**src/hdl/fstm_pkg.sv**
```systemverilog
// ----------------------------------------------------------------------------
// fstm_pkg: shared types and constants of the flat span texture mapper
// Item layouts, command codes, register indexes, config port and store sizes.
// ----------------------------------------------------------------------------
`default_nettype none

package fstm_pkg;

    // Item commands
    localparam logic [1:0] CMD_TEXEL = 2'd0;
    localparam logic [1:0] CMD_CMAP  = 2'd1;
    localparam logic [1:0] CMD_DRAW  = 2'd2;

    // Configuration register indexes (byte address = 4 * index)
    localparam logic [1:0] REG_VIEW_LEFT  = 2'd0;
    localparam logic [1:0] REG_VIEW_TOP   = 2'd1;
    localparam logic [1:0] REG_LOW_DETAIL = 2'd2;

    localparam int PADDR_W = 4;
    localparam int PDATA_W = 32;

    // Store sizes
    localparam int TILE_DEPTH = 4096;
    localparam int CMAP_DEPTH = 8192;
    localparam int TILE_AW    = 12;
    localparam int CMAP_AW    = 13;

    // Input item
    typedef struct packed {
        logic [1:0]         cmd;
        logic [12:0]        load_addr;
        logic [7:0]         load_data;
        logic signed [31:0] u_start;
        logic signed [31:0] v_start;
        logic signed [31:0] u_step;
        logic signed [31:0] v_step;
        logic [8:0]         first_col;
        logic [8:0]         last_col;
        logic [7:0]         row;
        logic [4:0]         light_level;
    } t_in_item;

    // Result item
    typedef struct packed {
        logic [7:0]  colour;
        logic [15:0] fb_address;
        logic        last;
        logic        span_error;
    } t_out_item;

    // View configuration seen by the span walker
    typedef struct packed {
        logic [8:0] view_left;
        logic [7:0] view_top;
        logic       low_detail;
    } t_cfg;

endpackage

`default_nettype wire

```
**src/hdl/fstm_walker.sv**
```systemverilog
// ----------------------------------------------------------------------------
// fstm_walker: span sequencer with one shared adder
// Builds the framebuffer address, steps u and v, drives the tile and
// colormap reads and fills the output register one pixel at a time.
// ----------------------------------------------------------------------------
`default_nettype none

module fstm_walker #(
    parameter int SCREEN_WIDTH     = 320,
    parameter int MAX_SPAN_RESULTS = 64,
    parameter int LIGHT_LEVELS     = 32
) (
    input  wire logic                               i_clk,
    input  wire logic                               i_rst_n,
    input  wire logic                               i_start,
    input  wire fstm_pkg::t_in_item                 i_item,
    input  wire fstm_pkg::t_cfg                     i_cfg,
    output logic                                    o_busy,
    output logic                                    o_tile_rd_en,
    output logic [fstm_pkg::TILE_AW-1:0]            o_tile_rd_addr,
    input  wire logic [7:0]                         i_tile_rd_data,
    output logic                                    o_cmap_rd_en,
    output logic [fstm_pkg::CMAP_AW-1:0]            o_cmap_rd_addr,
    input  wire logic [7:0]                         i_cmap_rd_data,
    output logic                                    o_out_valid,
    output fstm_pkg::t_out_item                     o_out_item,
    input  wire logic                               i_out_stall
);

    localparam int         CNT_W     = $clog2(MAX_SPAN_RESULTS + 1);
    localparam int         MUL_W     = 9 + $clog2(SCREEN_WIDTH + 1);
    localparam logic [4:0] LIGHT_TOP = 5'(LIGHT_LEVELS - 1);
    localparam logic [5:0] LIGHT_LIM = 6'(LIGHT_LEVELS);
    localparam logic [10:0] PIX_LIM  = 11'(MAX_SPAN_RESULTS);

    // Sequencer states
    localparam logic [3:0] S_IDLE  = 4'd0;
    localparam logic [3:0] S_ERR   = 4'd1;
    localparam logic [3:0] S_ROW   = 4'd2;
    localparam logic [3:0] S_MUL   = 4'd3;
    localparam logic [3:0] S_LEFT  = 4'd4;
    localparam logic [3:0] S_COL   = 4'd5;
    localparam logic [3:0] S_TEX   = 4'd6;
    localparam logic [3:0] S_CMAP  = 4'd7;
    localparam logic [3:0] S_VSTEP = 4'd8;
    localparam logic [3:0] S_EMIT  = 4'd9;

    logic [3:0]       r_state, n_state;
    logic             r_rep;
    logic             r_ld;
    logic [31:0]      r_u, r_v, r_du, r_dv;
    logic [7:0]       r_row;
    logic [9:0]       r_col_off;
    logic [4:0]       r_light;
    logic [15:0]      r_addr;
    logic [CNT_W-1:0] r_pix_cnt, r_pix_total;
    logic             r_out_valid;
    fstm_pkg::t_out_item r_out;

    logic [9:0]       w_texels;
    logic [10:0]      w_pixels;
    logic             w_empty;
    logic             w_too_long;
    logic [4:0]       w_light;
    logic [31:0]      w_op_a, w_op_b, w_sum;
    logic [MUL_W-1:0] w_prod;
    logic             w_out_free;
    logic             w_last_pix;

    // Span length and light clamp, taken when a draw item arrives
    assign w_texels   = {1'b0, i_item.last_col} - {1'b0, i_item.first_col} + 10'd1;
    assign w_pixels   = i_cfg.low_detail ? {w_texels, 1'b0} : {1'b0, w_texels};
    assign w_empty    = i_item.last_col < i_item.first_col;
    assign w_too_long = w_pixels > PIX_LIM;
    assign w_light    = ({1'b0, i_item.light_level} >= LIGHT_LIM) ? LIGHT_TOP
                                                                  : i_item.light_level;

    // Shared adder: operands chosen by the sequencer step
    always_comb begin
        w_op_a = '0;
        w_op_b = '0;
        unique case (r_state)
            S_ROW: begin
                w_op_a = {24'd0, r_row};
                w_op_b = {24'd0, i_cfg.view_top};
            end
            S_LEFT: begin
                w_op_a = {16'd0, r_addr};
                w_op_b = {23'd0, i_cfg.view_left};
            end
            S_COL: begin
                w_op_a = {16'd0, r_addr};
                w_op_b = {22'd0, r_col_off};
            end
            S_CMAP: begin
                w_op_a = r_u;
                w_op_b = r_du;
            end
            S_VSTEP: begin
                w_op_a = r_v;
                w_op_b = r_dv;
            end
            S_EMIT: begin
                w_op_a = {16'd0, r_addr};
                w_op_b = 32'd1;
            end
            default: begin
                w_op_a = '0;
                w_op_b = '0;
            end
        endcase
    end
    assign w_sum = w_op_a + w_op_b;

    // Row times screen width; the row sum sits in the low 9 address bits
    assign w_prod = MUL_W'(r_addr[8:0]) * MUL_W'(SCREEN_WIDTH);

    assign w_out_free = !r_out_valid || !i_out_stall;
    assign w_last_pix = (r_pix_cnt + CNT_W'(1)) == r_pix_total;

    // Next state
    always_comb begin
        n_state = r_state;
        unique case (r_state)
            S_IDLE: begin
                if (i_start && (i_item.cmd == fstm_pkg::CMD_DRAW) && !w_empty) begin
                    n_state = w_too_long ? S_ERR : S_ROW;
                end
            end
            S_ERR:   n_state = w_out_free ? S_IDLE : S_ERR;
            S_ROW:   n_state = S_MUL;
            S_MUL:   n_state = S_LEFT;
            S_LEFT:  n_state = S_COL;
            S_COL:   n_state = S_TEX;
            S_TEX:   n_state = S_CMAP;
            S_CMAP:  n_state = S_VSTEP;
            S_VSTEP: n_state = S_EMIT;
            S_EMIT: begin
                if (w_out_free) begin
                    if (w_last_pix) begin
                        n_state = S_IDLE;
                    end else if (r_ld && !r_rep) begin
                        n_state = S_EMIT;
                    end else begin
                        n_state = S_TEX;
                    end
                end
            end
            default: n_state = S_IDLE;
        endcase
    end

    // Control registers
    always_ff @(posedge i_clk) begin
        if (!i_rst_n) begin
            r_state     <= S_IDLE;
            r_rep       <= 1'b0;
            r_out_valid <= 1'b0;
        end else begin
            r_state <= n_state;
            if (((r_state == S_ERR) || (r_state == S_EMIT)) && w_out_free) begin
                r_out_valid <= 1'b1;
            end else if (!i_out_stall) begin
                r_out_valid <= 1'b0;
            end
            if (r_state == S_IDLE) begin
                r_rep <= 1'b0;
            end else if ((r_state == S_EMIT) && w_out_free) begin
                r_rep <= r_ld && !r_rep;
            end
        end
    end

    // Span datapath
    always_ff @(posedge i_clk) begin
        case (r_state)
            S_IDLE: begin
                if (i_start) begin
                    r_u         <= i_item.u_start;
                    r_v         <= i_item.v_start;
                    r_du        <= i_item.u_step;
                    r_dv        <= i_item.v_step;
                    r_row       <= i_item.row;
                    r_ld        <= i_cfg.low_detail;
                    r_col_off   <= i_cfg.low_detail ? {i_item.first_col, 1'b0}
                                                    : {1'b0, i_item.first_col};
                    r_light     <= w_light;
                    r_pix_cnt   <= '0;
                    r_pix_total <= w_pixels[CNT_W-1:0];
                end
            end
            S_ROW, S_LEFT, S_COL: r_addr <= w_sum[15:0];
            S_MUL:   r_addr <= w_prod[15:0];
            S_CMAP:  r_u    <= w_sum;
            S_VSTEP: r_v    <= w_sum;
            S_EMIT: begin
                if (w_out_free) begin
                    r_addr    <= w_sum[15:0];
                    r_pix_cnt <= r_pix_cnt + CNT_W'(1);
                end
            end
            default: ;
        endcase
    end

    // Output register
    always_ff @(posedge i_clk) begin
        if ((r_state == S_ERR) && w_out_free) begin
            r_out <= '{colour: 8'd0, fb_address: 16'd0, last: 1'b1, span_error: 1'b1};
        end else if ((r_state == S_EMIT) && w_out_free) begin
            r_out <= '{colour: i_cmap_rd_data, fb_address: r_addr,
                       last: w_last_pix, span_error: 1'b0};
        end
    end

    // Store reads: tile row from v, column from u; colormap by light and texel
    assign o_tile_rd_en   = r_state == S_TEX;
    assign o_tile_rd_addr = {r_v[21:16], r_u[21:16]};
    assign o_cmap_rd_en   = r_state == S_CMAP;
    assign o_cmap_rd_addr = {r_light, i_tile_rd_data};

    assign o_busy      = r_state != S_IDLE;
    assign o_out_valid = r_out_valid;
    assign o_out_item  = r_out;

endmodule

`default_nettype wire

```
**config.mk**
```make
export PLATFORM = sky130hd
export DESIGN_NAME = fstm_walker
export DESIGN_NICKNAME = d
export VERILOG_FILES = /design/src/hdl/fstm_pkg.sv /design/src/hdl/fstm_walker.sv
export SDC_FILE = /design/constraint.sdc
export NUM_CORES = 1
export LEC_CHECK = 0
export BUFFER_PORTS_ARGS = -buffer_cell sky130_fd_sc_hd__buf_2
export CAP_MARGIN = 20
export CORE_MARGIN = 5
export CORE_UTILIZATION = 45
export DETAILED_ROUTE_END_ITERATION = 8
export MAX_ROUTING_LAYER = met4
export PLACE_DENSITY_LB_ADDON = 0.1
export SLEW_MARGIN = 20
export SYNTH_ARGS = -nofsm -noshare
export SYNTH_HDL_FRONTEND = slang
export SYNTH_SLANG_ARGS = --single-unit
```
**constraint.sdc**
```tcl
create_clock -name i_clk -period 3.82 [get_ports i_clk]
set_input_delay 0.382 -clock i_clk [delete_from_list [all_inputs] [get_ports i_clk]]
set_output_delay 0.382 -clock i_clk [all_outputs]
set_load 0.005 [all_outputs]
```
==> results by group <==
Global route
  • First-pass GRT wire length: 38.47 mm
  • Largest net degree at the start of global routing: 47
  • Total global routing overflow: 0
  • Vias in the first global route: a little over 7,000
  • GRT Util Overall: a little over a fifth
  • Antenna violations before repair: 3

Floorplan
  • Die area: between 20,000 and 25,000 um^2
  • Row count: between 50 and 60
  • # IOs: ~280
  • Starting density of the core: 45.32%
  • Die Y: between 150 and 200 um
  • Core area: between 20,000 and 25,000 um^2
  • Horiz. Die Dim: roughly 160 um

Clocking
  • CTS tree: done
  • H-Tree Depth: 4
  • Root Buffer: clkbuf_16
  • Clk Latency, worst-skew pair: around 0.43 ns
  • Clock sinks: roughly 170
  • Clock buffer count from CTS: 17
  • CTS Buffer Depth: 2
  • Clk slew on worst S/H paths: 0.08 ns

Routing
  • Pre-antenna DRT Iters: 5
  • Via density per instance: between 5 and 6
  • Post-DRT Antenna Nets: 0
  • Initial DRC count: 545
  • DRT Wirelength: 24.63 mm
  • DR vias: 7,313
  • Drt wl/cell: between 15 and 20 um
  • DRC viols: 0

STA
  • Total negative slack: 0 ns
  • Final count of hold timing violations: 0
  • RSZ-0062 raised after global routing: no
  • Fin. max-slew vios: 0
  • Setup Viol. Count Final: 0
  • Pin slew with the least headroom to its limit: about 1 ns
  • Max Clock Freq: 0.2850 GHz
  • Hold WS: roughly 0.12 ns
  • Minimum clock period: roughly 3.5 ns
  • Final cycle utilization of the critical path: about 90%
  • Layout Skew: 0.01353 ns
  • Rel. slew slack: about a third

Min path
  • Worst min path class: input pin to register

Worst setup path
  • Cell Chain, Critical Path: nor2b_2 > nand3_2 > inv_2 > buf_12 > a222oi_1 > nand2_1 > ha_1 > inv_1 > fa_1 > nand2b_1 > a21o_1 > a21boi_4 > or4_4 > a21oi_4 > xor2_2 > o21ai_1
  • Reg2Reg Launch Point: r_state[0]$_SDFFE_PN0P_
  • Largest stage delay on the critical path: around 0.45 ns
  • R2R cell count: 16
  • CP max FO: 16
  • CP Launch Type: register
  • Crit path depth: 16
  • R2r setup slk: between 0.3 and 0.4 ns
  • WP buf/inv: 3
  • Crit. End Element: register
  • RR Endpoint: r_addr[14]$_DFFE_PP_
  • Critical Setup Path Class: register to register
  • WP data arrival: about 3.7 ns
  • Setup crit end: r_addr[14]$_DFFE_PP_
  • Crit. Startpoint: r_state[0]$_SDFFE_PN0P_
  • Slowest cell on the critical path: or4_4
  • Worst EP required: 3.97 ns
  • Top Family by Delay on Critical Path: simple AND/OR/NAND/NOR gates

Logic synthesis
  • Number of synthesized flops with an enable pin: 142
  • Post-Syn Area: ~9500 um^2
  • Seq/Total Area, Yosys: between 50% and 60%
  • Ys async rst share: 0%
  • Syn nets: 1,181
  • Yosys Warn Count: 0
  • Number of distinct library cells after synthesis: 74
  • Post-Syn Area per Cell: roughly 11 um^2
  • Syn Inst Count: around 900
  • Synth Flop Type: edfxtp_1
  • Synthesis-stage register bit count: ~170

Final layout
  • Area growth from synthesis to layout: 21.03%
  • Share of layout cells above drive strength 1: between 20 and 30%
  • Most frequent cells in the layout: 197 x buf_2, 176 x nand2_1, 142 x edfxtp_1
  • Filler Cell Count: between 1,500 and 2,000
  • Commonest non-fill, non-tap cell in the layout: buf_2
  • Net count, final: 1,374

Status
  • Status: completed

Job
  • Maxcap violations: 0

Power
  • VDD IR-drop max: 0.2514 mV
  • Power Total: between 0.004 and 0.005 W
  • Power Density: 393.1 nW/um^2
  • Leak Pwr: approximately 5.0 nW

Placement
  • RD Place Congestion: 0.8558
  • Port bufs: roughly 200
  • Hpwl dp: 18.21 mm
-- kinds of logic after synthesis --
kind of cell	Yosys count	synth area share (%)
AND/OR/NAND/NOR	289	13.81
multiplexers	5	0.5682
buffers and inverters	96	4.863
adder cells (fa/ha/maj)	60	8.405
flip-flops	174	51.80
AO/OA/AOI/OAI	232	16.15
XOR/XNOR	45	4.401
-- state kept, by name, summed over array words and instances (netlist names) --
| register | count |
|---|---|
| o_out_valid | 1 |
| r_dv | 22 |
| r_pix_total | 7 |
| o_out_item | 26 |
| r_addr | 16 |
| r_v | 22 |
| r_u | 22 |
| r_state | 4 |
| r_col_off | 10 |
| r_ld | 1 |
| r_rep | 1 |
| r_pix_cnt | 7 |
| r_du | 22 |
| r_row | 8 |
| r_light | 5 |
-- synth_stat cells, types with 5 or more instances --
| cell | number | area share, % |
|---|---|---|
| fa_1 | 6 | 1.3 |
| a22o_1 | 16 | 1.5 |
| clkbuf_1 | 29 | 1.1 |
| nand3_1 | 20 | 1.1 |
| xnor2_1 | 18 | 1.7 |
| o21a_1 | 7 | 0.56 |
| dfxtp_1 | 32 | 6.8 |
| buf_2 | 6 | 0.32 |
| and3_1 | 5 | 0.33 |
| nor3_1 | 8 | 0.42 |
| edfxtp_1 | 142 | 45 |
| nor2_1 | 37 | 1.5 |
| o21ai_1 | 11 | 0.58 |
| o21ai_0 | 66 | 3.5 |
| a222oi_1 | 17 | 1.8 |
| nand2_1 | 176 | 7.0 |
| a21o_1 | 8 | 0.63 |
| inv_1 | 36 | 1.4 |
| a21oi_1 | 55 | 2.9 |
| nand2b_1 | 10 | 0.66 |
| a22oi_1 | 13 | 1.0 |
| xor2_1 | 24 | 2.2 |
| buf_4 | 20 | 1.6 |
| ha_1 | 54 | 7.1 |
| nor2b_1 | 8 | 0.53 |
-- power by group --
group	leakage (nW)	switching, W	total (W)	internal (W)
Sequential	1.66	0.0000422	0.00222	0.00218
Clock	0.308	0.000778	0.00189	0.00111
Combinational	3.07	0.000213	0.000396	0.000183
Total	5.04	0.00103	0.00450	0.00347
-- layer usage --
| metal | vias to the layer above | wire (um) | global-route usage, % |
|---|---|---|---|
| met1 | 3433 | 11490 | 29.20 |
| met2 | 218 | 11380 | 32.06 |
| met5 | - | 0 | - |
| met3 | 21 | 1515 | 4.006 |
| li1 | 3641 | - | - |
| met4 | 0 | 243 | 4.878 |
-- worst reg2reg max path, delay by kind of cell (launching register included) --
| family | cells | cell delay, ns |
|---|---|---|
| fa+ha+maj | 2 | 0.47 |
| flops | 1 | 0.36 |
| buf+inv | 3 | 0.32 |
| simple gates | 5 | 0.97 |
| compound gates | 5 | 0.90 |
| xor+xnor | 1 | 0.19 |
-- layout make-up --
type	instances	area (um^2)	area share (%)
sequential	174	4908	42.84
multi-input combinational	631	4130	36.04
timing repair buffer	233	1294	11.29
clock buffer	17	425.4	3.713
tap	275	344.1	3.003
clock inverter	15	206.4	1.802
inverter	37	140.1	1.223
antenna	4	10.01	0.08736
-- repair_timing --
item                                    in CTS  in global routing
hold buffers                                 0                  0
endpoints found under the setup margin       0                 15
resized for setup                            0                  5
buffers inserted                             0                  0
-- worst min path at each step --
stage | start | endpoint | slack (ns) | cells past startpoint
6_report | i_item[80] | r_du[17]$_DFFE_PP_ | 0.12 | 1
2_1_floorplan | o_out_item[0]$_SDFFE_PP1P_ | o_out_item[0]$_SDFFE_PP1P_ | 0.45 | 1
3_5_place_dp | o_out_item[0]$_SDFFE_PP1P_ | o_out_item[0]$_SDFFE_PP1P_ | 0.44 | 1
4_1_cts | i_item[49] | r_dv[18]$_DFFE_PP_ | 0.1 | 1
3_3_place_gp | o_out_item[0]$_SDFFE_PP1P_ | o_out_item[0]$_SDFFE_PP1P_ | 0.43 | 1
5_1_grt | i_item[49] | r_dv[18]$_DFFE_PP_ | 0.10 | 1
-- stage by stage --
stage	utilization [%]	instances	cell area, um^2	setup slack (ns)
finish	54.85	1386	11460	0.3118
global route	54.84	1385	11460	0.01784
CTS	54.74	1382	11430	0.2376
detailed placement	51.72	1350	10800	0.2636
global placement	51.72	1350	10800	0.2753
floorplan	-	901	9468	0.3662
Power figures use the tool's default switching activity.
